File: src/rtl/bqr_pkg.sv
// Shared types and constants for the bounded queue with remove-by-value.
// No dependencies; every other file in rtl/ imports this package.
package bqr_pkg;

	localparam int DATA_W           = 32;
	localparam int OP_W             = 2;
	localparam int STAT_W           = 2;
	localparam int COUNT_OUT_W      = 3;
	localparam int DEFAULT_CAPACITY = 7;

	// Operation codes carried in the operation field.
	localparam logic [OP_W-1:0] OP_ENQUEUE = 2'd0;
	localparam logic [OP_W-1:0] OP_DEQUEUE = 2'd1;
	localparam logic [OP_W-1:0] OP_REMOVE  = 2'd2;

	// Status codes reported with every result item.
	localparam logic [STAT_W-1:0] STAT_DONE      = 2'd0;
	localparam logic [STAT_W-1:0] STAT_FULL      = 2'd1;
	localparam logic [STAT_W-1:0] STAT_EMPTY     = 2'd2;
	localparam logic [STAT_W-1:0] STAT_NOT_FOUND = 2'd3;

	typedef struct packed {
		logic [OP_W-1:0]          operation;
		logic signed [DATA_W-1:0] value;
	} bqr_in_item_t;

	typedef struct packed {
		logic [STAT_W-1:0]        status;
		logic signed [DATA_W-1:0] result_value;
		logic [COUNT_OUT_W-1:0]   entry_count;
	} bqr_out_item_t;

	typedef enum logic [1:0] {
		S_IDLE,
		S_SEARCH,
		S_SHIFT
	} bqr_state_t;

endpackage

File: src/rtl/bounded_queue_with_remove_core.sv
// Top level of the bounded FIFO queue with remove-by-value.
// Depends on bqr_pkg and instantiates bqr_store.
//
//   channel | direction | handshake           | payload
//   in      | input     | in_valid / in_ready | in_item  (operation, value)
//   out     | output    | out_valid/out_ready | out_item (status, result_value, entry_count)
//
// Enqueue, reports of full or empty, and the unused operation code are answered from the idle state.
// Dequeue and remove instead take one pass over the store through its single read port,
// searching up to the match and then shifting the later entries back.
// One item is worked on at a time; in_ready is high only between items and while the
// output register is free or being emptied. A stalled output holds the next item off.
// Reset clears the count and the control state; the store needs no clearing.
module bounded_queue_with_remove_core
	import bqr_pkg::*;
#(
	parameter int CAPACITY = DEFAULT_CAPACITY
) (
	input  logic          clk,
	input  logic          arst_n,
	input  logic          in_valid,
	output logic          in_ready,
	input  bqr_in_item_t  in_item,
	output logic          out_valid,
	input  logic          out_ready,
	output bqr_out_item_t out_item
);

	localparam int IDX_W = (CAPACITY > 1) ? $clog2(CAPACITY) : 1;
	localparam int CNT_W = $clog2(CAPACITY + 1);
	localparam logic [CNT_W-1:0] CAP_C = CNT_W'(CAPACITY);

	bqr_state_t state_q, state_d;
	logic [CNT_W-1:0]  count_q, count_d;
	logic [CNT_W-1:0]  ptr_q, ptr_d;
	logic [OP_W-1:0]   op_q, op_d;
	logic [DATA_W-1:0] val_q, val_d;
	logic [DATA_W-1:0] res_q, res_d;
	logic              out_valid_q, out_valid_d;
	bqr_out_item_t     out_item_q, out_item_d;

	logic              mem_we;
	logic [CNT_W-1:0]  wr_idx;
	logic [DATA_W-1:0] wr_data;
	logic [CNT_W-1:0]  rd_idx;
	logic [IDX_W-1:0]  rd_addr;
	logic [DATA_W-1:0] rd_data;
	logic [CNT_W-1:0]  ptr_inc;
	logic              hit;

	// Low three bits of a count, whatever the count width.
	function automatic logic [COUNT_OUT_W-1:0] low_count(input logic [CNT_W-1:0] c);
		logic [CNT_W+COUNT_OUT_W-1:0] e;
		e = {{COUNT_OUT_W{1'b0}}, c};
		return e[COUNT_OUT_W-1:0];
	endfunction

	// Addresses at or past the capacity only occur when the data is unused.
	assign rd_addr = (rd_idx < CAP_C) ? rd_idx[IDX_W-1:0] : '0;

	bqr_store #(
		.DEPTH (CAPACITY),
		.IDX_W (IDX_W)
	) u_store (
		.clk     (clk),
		.we      (mem_we),
		.wr_addr (wr_idx[IDX_W-1:0]),
		.wr_data (wr_data),
		.rd_addr (rd_addr),
		.rd_data (rd_data)
	);

	assign ptr_inc = ptr_q + 1'b1;
	assign hit     = (op_q == OP_DEQUEUE) || (rd_data == val_q);

	// Next state, store accesses and result loading.
	always_comb begin
		state_d     = state_q;
		count_d     = count_q;
		ptr_d       = ptr_q;
		op_d        = op_q;
		val_d       = val_q;
		res_d       = res_q;
		mem_we      = 1'b0;
		wr_idx      = ptr_q;
		wr_data     = rd_data;
		rd_idx      = '0;
		in_ready    = 1'b0;
		out_valid_d = out_valid_q && !out_ready;
		out_item_d  = out_item_q;

		unique case (state_q)
			S_IDLE: begin
				in_ready = !out_valid_q || out_ready;
				if (in_valid && in_ready) begin
					op_d  = in_item.operation;
					val_d = in_item.value;
					ptr_d = '0;
					unique case (in_item.operation)
						OP_ENQUEUE: begin
							out_valid_d = 1'b1;
							if (count_q == CAP_C) begin
								out_item_d = '{STAT_FULL, '0, low_count(count_q)};
							end else begin
								mem_we     = 1'b1;
								wr_idx     = count_q;
								wr_data    = in_item.value;
								count_d    = count_q + 1'b1;
								out_item_d = '{STAT_DONE, in_item.value,
									low_count(count_q + 1'b1)};
							end
						end
						OP_DEQUEUE, OP_REMOVE: begin
							if (count_q == '0) begin
								out_valid_d = 1'b1;
								out_item_d  = '{STAT_EMPTY, '0, low_count(count_q)};
							end else begin
								state_d = S_SEARCH;
							end
						end
						default: begin
							out_valid_d = 1'b1;
							out_item_d  = '{STAT_DONE, '0, low_count(count_q)};
						end
					endcase
				end
			end

			// Data of entry ptr_q is on rd_data; the next entry is fetched meanwhile.
			S_SEARCH: begin
				rd_idx = ptr_inc;
				if (hit) begin
					res_d   = rd_data;
					state_d = S_SHIFT;
				end else if (ptr_inc < count_q) begin
					ptr_d = ptr_inc;
				end else begin
					out_valid_d = 1'b1;
					out_item_d  = '{STAT_NOT_FOUND, '0, low_count(count_q)};
					state_d     = S_IDLE;
				end
			end

			// Move entry ptr_q + 1 (on rd_data) down one place to close the gap.
			S_SHIFT: begin
				if (ptr_inc < count_q) begin
					mem_we  = 1'b1;
					wr_idx  = ptr_q;
					wr_data = rd_data;
					rd_idx  = ptr_inc + 1'b1;
					ptr_d   = ptr_inc;
				end else begin
					count_d     = count_q - 1'b1;
					out_valid_d = 1'b1;
					out_item_d  = '{STAT_DONE, res_q, low_count(count_q - 1'b1)};
					state_d     = S_IDLE;
				end
			end

			default: begin
				state_d = S_IDLE;
			end
		endcase
	end

	// Control registers.
	always_ff @(posedge clk or negedge arst_n) begin
		if (!arst_n) begin
			state_q     <= S_IDLE;
			count_q     <= '0;
			out_valid_q <= 1'b0;
		end else begin
			state_q     <= state_d;
			count_q     <= count_d;
			out_valid_q <= out_valid_d;
		end
	end

	// Working and payload registers.
	always_ff @(posedge clk) begin
		ptr_q      <= ptr_d;
		op_q       <= op_d;
		val_q      <= val_d;
		res_q      <= res_d;
		out_item_q <= out_item_d;
	end

	assign out_valid = out_valid_q;
	assign out_item  = out_item_q;

endmodule

File: src/rtl/bqr_store.sv
// Entry store of the queue: one write port and one read port, registered read data.
// Depends on bqr_pkg for the data width.
module bqr_store
	import bqr_pkg::*;
#(
	parameter int DEPTH = DEFAULT_CAPACITY,
	parameter int IDX_W = 3
) (
	input  logic              clk,
	input  logic              we,
	input  logic [IDX_W-1:0]  wr_addr,
	input  logic [DATA_W-1:0] wr_data,
	input  logic [IDX_W-1:0]  rd_addr,
	output logic [DATA_W-1:0] rd_data
);

	logic [DATA_W-1:0] mem [DEPTH];

	// Write port.
	always_ff @(posedge clk) begin
		if (we) begin
			mem[wr_addr] <= wr_data;
		end
	end

	// Read port, registered.
	always_ff @(posedge clk) begin
		rd_data <= mem[rd_addr];
	end

endmodule

File: config.mk
export PLATFORM = sky130hd
export DESIGN_NAME = bounded_queue_with_remove_core
export DESIGN_NICKNAME = d
export VERILOG_FILES = /design/src/rtl/bqr_pkg.sv /design/src/rtl/bounded_queue_with_remove_core.sv /design/src/rtl/bqr_store.sv
export SDC_FILE = /design/constraint.sdc
export NUM_CORES = 1
export LEC_CHECK = 0
export BUFFER_PORTS_ARGS = -buffer_cell sky130_fd_sc_hd__buf_2
export CORE_UTILIZATION = 50
export CTS_CLUSTER_DIAMETER = 200
export DETAILED_ROUTE_END_ITERATION = 16
export PLACE_DENSITY = 0.78
export SKIP_CTS_REPAIR_TIMING = 1
export SLEW_MARGIN = 10
export SYNTH_ARGS = -nofsm -noshare
export SYNTH_HDL_FRONTEND = slang
export SYNTH_SLANG_ARGS = --single-unit
File: constraint.sdc
create_clock -name clk -period 6 [get_ports clk]
set_input_delay 0.3 -clock clk [delete_from_list [all_inputs] [get_ports clk]]
set_output_delay 0.3 -clock clk [all_outputs]
set_load 0.005 [all_outputs]
# --- Word-level counts from Yosys, hierarchy flattened ---
# Memories as Yosys holds them, arrays and structs flattened. A register that Yosys moved wholly into a read port is not among the register bits.
# Index checks and enable logic that the tools add are counted.
totals:
  mem_count: 1
  in_bits: 38
  romBits: 0
  mem_bits_rw: 224
  latch_bits: 0
  register_bits: 112
op_classes:
  n_reduce_logical: 18
  eq_ne: 16
  mul: 0
  shift: 0
  n_addsub: 4
  bitwise_logic: 0
  mux: 48
  n_div: 0
  n_lt_le_gt_ge: 2
memory_table:
  columns: ["name", "words", "word_bits", "read_ports", "rd_clocked_by_memory_dff", "wr", "line_no", "rtl"]
  rows:
  - ["u_store.mem", 7, 32, 1, 1, 1, "bqr_store.sv:17", "logic [DATA_W-1:0] mem [DEPTH];"]
ops:
  columns: ["cell", "n"]
  rows:
  - ["two-way mux 37 bit", 5]
  - ["two-way mux 32 bit", 4]
  - ["one-hot mux 37 bit (3 select lines)", 1]
  - ["one-hot mux 37 bit (2 select lines)", 1]
  - ["two-way mux 3 bit", 13]
  - ["two-way mux 36 bit", 1]
  - ["== test 32 bit", 1]
  - ["two-way mux 1 bit", 12]
  - ["!= test 2 bit (second input constant)", 6]
  - ["one-hot mux 3 bit (2 select lines)", 2]
  - ["two-way mux 2 bit", 5]
  - ["adder 3 x 1 -> 3 bit (second input constant)", 3]
  - ["one-hot mux 3 bit (3 select lines)", 1]
  - ["== test 2 x 1 -> 1 bit (second input constant)", 3]
  - ["one-hot mux 2 bit (3 select lines)", 1]
  - ["AND reduction 3 bit", 2]
  - ["AND reduction 6 bit", 1]
  - ["AND reduction 5 bit", 1]
  - ["== test 2 bit (second input constant)", 2]
  - ["zero test 2 bit", 2]
  - ["!= test 2 x 1 -> 1 bit (second input constant)", 2]
  - ["AND reduction 2 bit", 2]
  - ["== test 3 bit (second input constant)", 1]
  - ["zero test 3 bit", 1]
  - ["other kinds (12)", 15]

# --- Logic depth before layout (Yosys ltp) ---
# Gate-level depths: netlist (run 1).
logic_depth:
  ltp_word: 7
  ltp_mapped: 16
  ltp_nobuf: 14

# --- Modules after synthesis ---
# From an unflattened synthesis (run 1), not the netlist that was laid out.
unflattened:
  cells_unflattened: 866
  area_unflattened_um2: 15127.0
modules_own_cells:
  columns: ["module", "cells_per_inst", "area_per_inst_um2", "n_inst"]
  rows:
  - ["bqr_store", 491, 9844.4, 1]
  - ["bounded_queue_with_remove_core", 375, 5282.6, 1]

# --- Worst setup path before layout (run 1) ---
# Ideal clock, no wire load.
synth_timing:
  path_type: "register to register"
  from: "register ptr_q[0]"
  to: "register out_item_q (netlist bit out_item[0]), enable pin"
  t_arrival_ps: 4366
  setup_ps: 477
  slack_ps: 1156
  period_less_slack_ps: 4844
  path_stages_with_launch: 9
  cell_sequence: "edfxtp_1 -> ha_1 -> xnor2_1 -> inv_2 -> ha_1 -> nand2_1 -> o21ai_1 -> o22ai_1 -> nor3_1"
synth_between:
  elab_chain_cells: 4
  elab_cells_between_ends: 5
synth_rtl:
  columns: ["element", "line_no", "rtl"]
  rows:
  - ["from (decl)", "bounded_queue_with_remove_core.sv:35", "logic [CNT_W-1:0] ptr_q, ptr_d;"]
  - ["from (signal assigned)", "bounded_queue_with_remove_core.sv:181", "ptr_q <= ptr_d;"]
  - ["adder 3 x 1 -> 3 bit *", "bounded_queue_with_remove_core.sv:73", "assign ptr_inc = ptr_q + 1'b1;"]
  - ["< comparator 3 bit *", "bounded_queue_with_remove_core.sv:135, bounded_queue_with_remove_core.sv:146", null]
  - ["!= test 2 bit (no source line)", null, null]
  - ["AND reduction 6 bit (no source line) *", null, null]
  - ["to (signal assigned)", "bounded_queue_with_remove_core.sv:185", "out_item_q <= out_item_d;"]
  - ["to (decl)", "bounded_queue_with_remove_core.sv:40", "bqr_out_item_t out_item_q, out_item_d;"]
# Every way passes the cells marked *; elsewhere a longest branch is shown, timed or not.
# A chain may end at the register's enable or synchronous reset.

# --- Final worst setup path (run 1) ---
layout_timing:
  from: "register ptr_q[0]"
  to: "register u_store.rd_data[3], read port of u_store.mem"
layout_between:
  elab_chain_cells: 6
  elab_cells_between_ends: 7
layout_rtl:
  columns: ["element", "line_no", "rtl"]
  rows:
  - ["adder 3 x 1 -> 3 bit *", "bounded_queue_with_remove_core.sv:73", null]
  - ["adder 3 x 1 -> 3 bit or < comparator 3 bit (tied branches)", "bounded_queue_with_remove_core.sv:150, bounded_queue_with_remove_core.sv:146", null]
  - ["two-way mux 3 bit", "bounded_queue_with_remove_core.sv:146", "if (ptr_inc < count_q) begin"]
  - ["one-hot mux 3 bit (2 select lines) *", "bounded_queue_with_remove_core.sv:92", "unique case (state_q)"]
  - ["< comparator 3 bit", "bounded_queue_with_remove_core.sv:59", "assign rd_addr = (rd_idx < CAP_C) ? rd_idx[IDX_W-1:0] : '0;"]
  - ["two-way mux 3 bit *", "bounded_queue_with_remove_core.sv:59", null]
  - ["to (decl)", "bqr_store.sv:14", "output logic [DATA_W-1:0] rd_data"]
# Marks and branches as above.

==> results of run 1 <==
power by group through the flow:
stage	combinational (mW)	sequential, mW	clock (mW)
after floorplan	1.67	3.93	0
after global placement	2.46	3.95	0
after detailed placement	2.54	3.96	0
after CTS	2.56	3.92	2.29
after global routing	2.79	3.96	2.39
final	2.56	3.92	2.26
worst paths after layout:
path	start	endpoint	slack (ns)	depth (start not counted)
hold reg to reg	u_store.rd_data[2]	res_q[2]	0.47	0
hold / removal	in_item[32]	op_q[0]	0.003	1
setup / recovery	ptr_q[0]	u_store.rd_data[3]	1.43	14
setup reg to reg	ptr_q[0]	u_store.rd_data[3]	1.43	14
max in group asynchronous	arst_n	count_q[1]	5.70	2
min in group asynchronous	arst_n	out_valid	0.15	2
layer usage:
layer	GRT usage [%]	wire length (um)
met1	26.85	12780
met4	7.965	947
met5	0	0
met3	3.342	1898
met2	34.69	15120
state kept, by name, summed over array words and instances, names as in the netlist:
name	count
out_item	37
ptr_q	3
u_store.rd_data	32
u_store.mem	224
out_valid	1
res_q	32
state_q	2
val_q	32
count_q	3
op_q	2
worst max-delay path: cells and delay by family, from the launching register on:
family / cells / cell delay [ns]
AO/OA/AOI/OAI: 4 / 1.06
XOR/XNOR: 1 / 0.38
adder cells (fa/ha/maj): 3 / 0.83
buffers and inverters: 3 / 1.04
flip-flops: 1 / 0.48
multiplexers: 1 / 0.30
AND/OR/NAND/NOR: 2 / 0.24
layout make-up:
cell class	instances	area, um^2
clock buffer	49	970.9
sequential	368	10700
multi-input combinational	489	3735
clock inverter	16	206.4
fill	2072	11850
inverter	17	63.81
tap	384	480.5
timing repair buffer	119	773.2
per-stage QoR:
stage	total power [mW]	utilization (%)	instances	setup slack, ns	hold slack, ns
after floorplan	5.609	-	921	1.156	0.004409
after CTS	8.764	58.03	1419	1.438	-0.4067
after detailed placement	6.504	53.93	1354	1.449	0.1356
final	8.735	58.83	1442	1.432	0.002982
after global routing	9.139	58.83	1442	1.116	0.0004510
after global placement	6.406	53.93	1354	1.695	0.1348
layout by cell type (no fill, tap or decap), types with 5 or more instances in the layout:
master,count
edfxtp_1,330
a31oi_1,5
inv_1,16
xor2_1,35
bufinv_16,5
nor2_2,5
o21ai_0,38
dlygate4sd3_1,23
nand2_1,79
nor4_1,8
dfxtp_1,32
nor3_1,7
and3_1,31
ha_1,16
mux2_2,32
and2_1,6
dfrtp_1,6
a22o_1,32
clkbuf_16,37
mux2i_1,62
buf_2,76
a21oi_1,36
buf_4,19
clkbuf_1,12
o221ai_1,11
clkinv_1,5
o221ai_2,20
nor2_1,10
kinds of logic after synthesis:
group | Yosys count | synth area share (%)
compound gates | 172 | 8.852
simple gates | 167 | 5.396
xor+xnor | 39 | 2.335
flops | 368 | 73.14
mux | 95 | 6.859
buf+inv | 64 | 2.052
fa+ha+maj | 16 | 1.368
==> impl_metrics.yaml, run 1 <==
cells_and_area:
  final_area_um2: 16930
  area_delta_synth_final_pct: 15.72
  fin_nets: 1085
  layout-drive-gt1-share_pct: 20.42
  antenna_cells: 0
yosys:
  ys_seq_area_share_pct: 73.14
  syn_nets: 975
  synth_top_cell_area_share_pct: 67.73
  synth-async-reset-ratio_pct: 1.630
  synth-edff-count: 330
  syn_inst: 921
  synthesis.area_um2: 14630
  yosysMostFrequentCell: "edfxtp_1"
  ys_warn_count: 0
  synth.area.top_cells: "edfxtp_1 68%, dfxtp_1 4.4%, mux2i_1 4.2%"
  yosysTopAreaCell: "edfxtp_1"
  syn_area_per_cell_um2: 15.89
  synthFlopType: "edfxtp_1"
  synth-seq-cells: 368
  yosysUniqueCellTypes: 52
  synth_commonest_cells: "330 x edfxtp_1, 79 x nand2_1, 62 x mux2i_1, 39 x o21ai_0, 37 x a21oi_1"
clock_network:
  clk_latency_ns: 0.52
  cts.sinks: 368
  htreeDepth: 2
  clockRootBuffer: "clkbuf_16"
  cts_made_buffers: 36
  clkTransAtPathRegs_ns: 0.06
  cts_max_path_buffers: 3
  cts_tree: "built"
setup_path:
  cp_slowest_cell: "buf_4"
  startpoint_type: "flop"
  crit_fanout: 46
  path_class: "flop to flop"
  end_kind: "flop"
  path_cells: "ha_1, xnor2_1, inv_2, ha_1, nand2_1, o21ai_1, inv_1, ha_1, and2_1, o21a_1, o21ai_4, buf_4, mux2i_1, o221ai_1"
  cp_common_cell: "ha_1"
  cp.required_ns: 6.34
  critPathMaxStageDelay_ns: 0.65
  crit_arrival_ns: 4.91
floorplanning:
  die-width_um: 173.1
  ios: 77
  die_h_um: 173.1
  dieArea_um2: 29950
  core_region_area_um2: 28780
  start_util_pct: 50.83
  num_rows: 62
timing:
  period_needed_ns: 4.568
  finalCritPeriodShare_pct: 76.13
  setup_viol: 0
  finalHoldViolCount: 0
  rsz0062_at_grt: "false"
  clock_skew_ns: 0.01740
  fmax_ghz: 0.2189
  tightest_slew_ns: 1.104
  fin_setup_tns_ns: 0
  max-slew-margin-rel_pct: 26.37
  maxSlewViolCount: 0
pwr:
  clkPwrFrac_pct: 25.9
  swShare_pct: 32.13
  p_leak_nw: 6.340
  p_comb_share_pct: 29.3
  ir_worst_vdd_v: 0.0002986
  p_sw_mw: 2.807
  intPower_mw: 5.928
  seqPwrFrac_pct: 44.8
  cellPowerDensity_nw_per_um2: 515.9
run_status:
  status: "finished, final reports clean"
global_routing:
  antenna_found_initial: 0
  grt_pass1_vias: 8137
  grt_first_pass_wirelength_um: 46780
  grt_usage_pct: 20.58
  grt_max_degree: 66
  grt-ovfl-total: 0
hold_path:
  hold_path_class: "input port to flop"
routing:
  post_drt_via_cell_ratio: 5.717
  postRouteAntennaNets: 0
  vias: 8244
  wire_per_inst_um: 21.32
  drt_iter0_markers: 852
  dr.pass1.iters: 6
  finalWirelength_um: 30740
  drc_errors: 0
flow_run:
  maxCapViolCount: 0
placed_design:
  hpwlAfterDp_um: 17690
  gp_congestion: 0.8665
  place.port_buffers: 76
  dpl_cell_area_um2: 15520
Power figures use the tool's default switching activity.
==> run 2: changes to the inputs <==
- ABC_AREA: unset -> 1
- PLACE_DENSITY: 0.78 -> 0.81
- clock period: 6 -> 4.1 ns (I/O delays scaled with it)
==> run 2 against run 1 <==
Non-clock buffer count increased by 23. Sequential power increased by 46%. Utilization about the same. Largest power group unchanged. Highest routed layer is now met5.
==> impl_metrics.yaml, run 2 <==
setup_path:
  crit_arrival_ns: 3.95
  path_class: "flop to flop"
  end_kind: "flop"
  startpoint_type: "flop"
  crit_fanout: 24
  cp.required_ns: 4.57
cells_and_area:
  largest_reg_flops: 224
  final_cell_mix: "391 x nand2_1, 330 x edfxtp_1, 155 x nand3_1"
  antenna_cells: 0
  num-fill-cells: 2212
  final_area_um2: 17940
  area_delta_synth_final_pct: 15.79
  mostFrequentLayoutCell: "nand2_1"
  layout-drive-gt1-share_pct: 12.22
  top_register: "u_store.mem"
  fin_nets: 1564
routing:
  post_drt_via_cell_ratio: 5.552
  dr_wl_met3_um: 3622
  wl_met1_um: 13830
  drc_errors: 0
  top_layer_used: "met5"
  route.met2.wl_um: 18110
  drt_iter0_markers: 1378
  vias: 10740
  postRouteAntennaNets: 0
  dr.pass1.iters: 5
  finalWirelength_um: 36600
  wire_per_inst_um: 18.92
yosys:
  ys_seq_area_share_pct: 69.08
  synth_commonest_cells: "391 x nand2_1, 330 x edfxtp_1, 155 x nand3_1, 128 x inv_1, 87 x nor2_1"
  yosysUniqueCellTypes: 35
  synth-seq-cells: 368
  synthFlopType: "edfxtp_1"
  syn_inst: 1392
  syn_area_per_cell_um2: 11.13
  yosysMostFrequentCell: "nand2_1"
  syn_nets: 1446
  synth.area.top_cells: "edfxtp_1 64%, nand2_1 9.5%, nand3_1 5.0%"
  synthesis.area_um2: 15490
  synth-edff-count: 330
  synth_top_cell_area_share_pct: 63.97
  synth-async-reset-ratio_pct: 1.630
  yosysTopAreaCell: "edfxtp_1"
  ys_warn_count: 0
timing:
  fin_ws_ns: 0.6264
  fmax_ghz: 0.2879
  maxSlewViolCount: 0
  max-slew-margin-rel_pct: 35.21
  finalCritPeriodShare_pct: 84.72
  rsz0062_at_grt: "false"
  tightest_slew_ns: 0.9617
  holdWs_ns: 0.06516
  clock_skew_ns: 0.01779
  finalHoldViolCount: 0
  period_needed_ns: 3.474
  setup_viol: 0
global_routing:
  antenna_found_initial: 1
  grt_usage_pct: 22.60
  grt_first_pass_wirelength_um: 54590
  grt_pass1_vias: 10250
  grt_max_degree: 97
  grt-ovfl-total: 0
pwr:
  p_comb_share_pct: 31.5
  p_leak_nw: 7.319
  ir_worst_vdd_v: 0.0003147
  cellPowerDensity_nw_per_um2: 727.9
  clkPwrFrac_pct: 24.5
  seqPwrFrac_pct: 44.0
  p_sw_mw: 4.648
  swShare_pct: 35.60
  intPower_mw: 8.408
floorplanning:
  dieArea_um2: 31690
  die_h_um: 178.0
  num_rows: 64
  ios: 77
  die-width_um: 178.0
  core_region_area_um2: 30510
  start_util_pct: 50.77
placed_design:
  place.port_buffers: 76
  hpwlAfterDp_um: 22010
  gp_congestion: 0.8800
  place_ws_ns: 0.7036
  dpl_cell_area_um2: 16440
clock_network:
  cts.sinks: 368
  htreeDepth: 2
  clockRootBuffer: "clkbuf_16"
  cts_max_path_buffers: 3
  cts_tree: "built"
  cts_made_buffers: 36
  clk_latency_ns: 0.53
  clkTransAtPathRegs_ns: 0.06
flow_run:
  maxCapViolCount: 0
hold_path:
  hold_path_class: "input port to asynchronous set/reset pin"
run_status:
  status: "finished, final reports clean"
## run 2: cell count changes after synthesis, moves of 32 or more
cell | previous run | this run
a22o_1 | 32 | 0
inv_1 | 16 | 128
mux2_2 | 32 | 0
mux2i_1 | 62 | 0
nand2_1 | 79 | 391
nand3_1 | 4 | 155
nand3b_1 | 1 | 47
nor2_1 | 18 | 87
xor2_1 | 35 | 1
## run 2: metal layers
layer | global-route usage, % | vias to the layer above
met1 | 29.54 | 5080
met3 | 3.112 | 95
li1 | - | 4940
met2 | 38.55 | 620
met4 | 7.977 | 2
met5 | 0 | -
## run 2: power groups by stage
stage | clock network [mW] | logic, mW | registers (mW)
after floorplan | 0 | 2.66 | 5.71
after global placement | 0 | 3.82 | 5.76
after detailed placement | 0 | 3.98 | 5.79
after CTS | 3.23 | 4.03 | 5.72
after global routing | 3.37 | 4.57 | 5.80
final | 3.20 | 4.11 | 5.74
## run 2: through the flow
stage	setup TNS [ns]	instances	power, mW	util, %
global placement	0	1833	9.574	53.89
CTS	0	1899	12.97	57.64
detailed placement	0	1833	9.766	53.89
floorplan	-31.48	1392	8.363	-
finish	0	1934	13.06	58.79
global route	0	1934	13.74	58.79
## run 2: area by class of cell
cell class	instances	area, um^2	area share, %
flip-flops and latches	368	10700	59.66
inverters	132	495.5	2.762
clock buffers	49	1021	5.692
well taps	396	495.5	2.762
multi-input cells	830	4086	22.78
clock inverters	17	123.9	0.6906
repair buffers	142	1013	5.650
## run 2: worst paths after layout
kind	start	end	slack, ns	cells after the start
worst max-delay path	ptr_q[0]	u_store.rd_data[22]	0.63	19
worst max register to register	ptr_q[0]	u_store.rd_data[22]	0.63	19
max in group asynchronous	arst_n	state_q[1]	3.88	2
worst min register to register	u_store.rd_data[17]	res_q[17]	0.46	0
worst min-delay path	arst_n	count_q[2]	0.07	2
min in group clk	in_valid	out_valid	0.08	5
## run 2: cells by family after synthesis
group	synth area share, %
xor+xnor	0.9047
simple gates	19.85
buf+inv	5.089
compound gates	3.780
fa+ha+maj	1.292
flops	69.08
## run 2: worst max-delay path, stage by stage (launching register included)
cell and delay (ns):
edfxtp_1 0.51, ha_1 0.27, inv_1 0.05, nand2_1 0.06
nand2_1 0.08, inv_1 0.07, ha_1 0.29, a21oi_1 0.17
nand2_2 0.13, inv_2 0.11, ha_1 0.15, nand2_1 0.08
o21ai_4 0.26, a21oi_4 0.12, inv_2 0.34, buf_4 0.33
nand3_1 0.11, nand2_1 0.11, nand2_1 0.08, nand2_1 0.07
==> run 3: changes to the inputs <==
- ABC_AREA: 1 -> 0
- clock period: 4.1 -> 2.95 ns (I/O delays scaled with it)
==> run 3 against run 2 <==
The run now ends with hold timing, setup timing left. Via count decreased by 15%. Clock power up 35%. Sequential cell count did not move. Largest cell class unchanged.
==> impl_metrics.yaml, run 3 (synthesis gave the netlist of run 1 again) <==
run_status:
  status: "complete, but fails checks"
  violations: "hold timing, setup timing"
floorplanning:
  core_region_area_um2: 28780
  dieArea_um2: 29950
  die_h_um: 173.1
  ios: 77
  num_rows: 62
  start_util_pct: 50.83
  die-width_um: 173.1
setup_path:
  end_kind: "flop"
  path_cells: "ha_2, xnor2_2, inv_2, ha_4, nand2_4, o21ai_4, inv_2, ha_2, and2_4, o21a_4, o21ai_4, buf_12, clkbuf_16, mux2i_1, o221ai_2"
  path_class: "flop to flop"
  ff2ff_path_depth: 15
  rr_startpoint: "ptr_q[0]"
  startpoint_type: "flop"
  critPathTopFamily: "adder cells"
  startpoint: "ptr_q[0]"
  r2r_slack_ns: -0.09
  cp.required_ns: 3.36
  crit_arrival_ns: 3.45
  cp_slowest_cell: "edfxtp_1"
  timing.rr.end: "u_store.rd_data[7]"
  crit_fanout: 8
  critPathBufInv: 4
  critPathMaxStageDelay_ns: 0.43
timing:
  fmax_ghz: 0.3286
  fin_ws_ns: -0.09302
  finalHoldViolCount: 6
  finalCritPeriodShare_pct: 103.2
  period_needed_ns: 3.043
  maxSlewViolCount: 0
  holdWs_ns: -0.01721
  clock_skew_ns: 0.03074
  max-slew-margin-rel_pct: 57.68
  setup_viol: 13
  rsz0062_at_grt: "true"
  tightest_slew_ns: 0.6348
clock_network:
  cts_made_buffers: 35
  clockRootBuffer: "clkbuf_16"
  clk_latency_ns: 0.53
  htreeDepth: 2
  clkTransAtPathRegs_ns: 0.06
  cts_tree: "built"
  cts.sinks: 368
  cts_max_path_buffers: 3
flow_run:
  maxCapViolCount: 0
pwr:
  cellPowerDensity_nw_per_um2: 1067
  ir_worst_vdd_v: 0.0005390
  p_leak_nw: 6.713
routing:
  postRouteAntennaNets: 0
  finalWirelength_um: 36980
  vias: 9122
  wire_per_inst_um: 24.52
  post_drt_via_cell_ratio: 6.049
  drt_iter0_markers: 988
  dr.pass1.iters: 6
  drc_errors: 0
global_routing:
  grt_first_pass_wirelength_um: 50270
  grt_max_degree: 52
  antenna_found_initial: 0
  grt_pass1_vias: 8605
  grt_usage_pct: 22.44
  grt-ovfl-total: 0
cells_and_area:
  fin_nets: 1151
  final_core_util_pct: 63.16
  largest_reg_flops: 224
  mostFrequentLayoutCell: "edfxtp_1"
  multi_input_area_um2: 4053
  antenna_cells: 0
  layout-drive-gt1-share_pct: 27.49
  num-fill-cells: 1824
  seq_area_um2: 10700
  area_delta_synth_final_pct: 24.24
  final_cell_mix: "330 x edfxtp_1, 78 x nand2_1, 76 x buf_2"
  top_register: "u_store.mem"
  final_area_um2: 18180
placed_design:
  gp_congestion: 0.8764
  dpl_cell_area_um2: 16270
  hpwlAfterDp_um: 19930
  place.port_buffers: 76
hold_path:
  hold_path_class: "input port to asynchronous set/reset pin"
## run 3: cell types whose count changed in the layout (fill, tap and decap cells not counted), sizes merged, moves of 34 or more
| cell | before | now |
|---|---|---|
| nand2 | 395 | 79 |
| nand3 | 155 | 4 |
| inv | 134 | 19 |
| nor2 | 88 | 18 |
| mux2i | 0 | 62 |
| nand3b | 47 | 1 |
| buf | 107 | 146 |
| xor2 | 1 | 35 |
## run 3: how the worst max path moves through the flow
stage,endpoint,slack (ns),cells after the start
2_1_floorplan,u_store.rd_data[10],-0.08,16
6_report,u_store.rd_data[7],-0.09,15
5_1_grt,u_store.rd_data[7],-0.18,15
3_5_place_dp,u_store.rd_data[7],-0.07,15
4_1_cts,u_store.rd_data[17],-0.11,15
3_3_place_gp,u_store.rd_data[18],0.04,15
## run 3: power breakdown
group	internal (mW)	total, mW	switching [mW]
clock network	2.43	4.32	1.89
registers	7.47	8.01	0.538
logic	2.97	7.07	4.10
total	12.9	19.4	6.53
## run 3: area by class of cell
| class | instances | area share, % |
|---|---|---|
| Inverter | 17 | 0.3511 |
| Clock buffer | 48 | 5.369 |
| Sequential cell | 368 | 58.87 |
| Clock inverter | 16 | 0.6884 |
| Multi-Input combinational cell | 489 | 22.30 |
| Tap cell | 384 | 2.643 |
| Timing Repair Buffer | 186 | 9.782 |
## run 3: through the flow
step	cells	power (mW)	worst slack, ns	setup TNS (ns)
after floorplan	921	11.63	-0.08280	-11.35
after global placement	1398	14.06	0.04427	0
after detailed placement	1398	14.28	-0.06930	-0.3495
after CTS	1462	18.56	-0.1053	-1.037
after global routing	1508	20.10	-0.1795	-3.970
final	1508	19.40	-0.09302	-0.2466
## run 3: layer usage
layer  vias to the layer above  global-route usage [%]  part of all wire, %
met1                      4534                   28.39                   37
met2                       569                   38.44                   50
met3                        98                   3.958                  9.3
li1                       3921                       -                    -
met4                         0                   8.960                  3.7
met5                         -                       0                    0
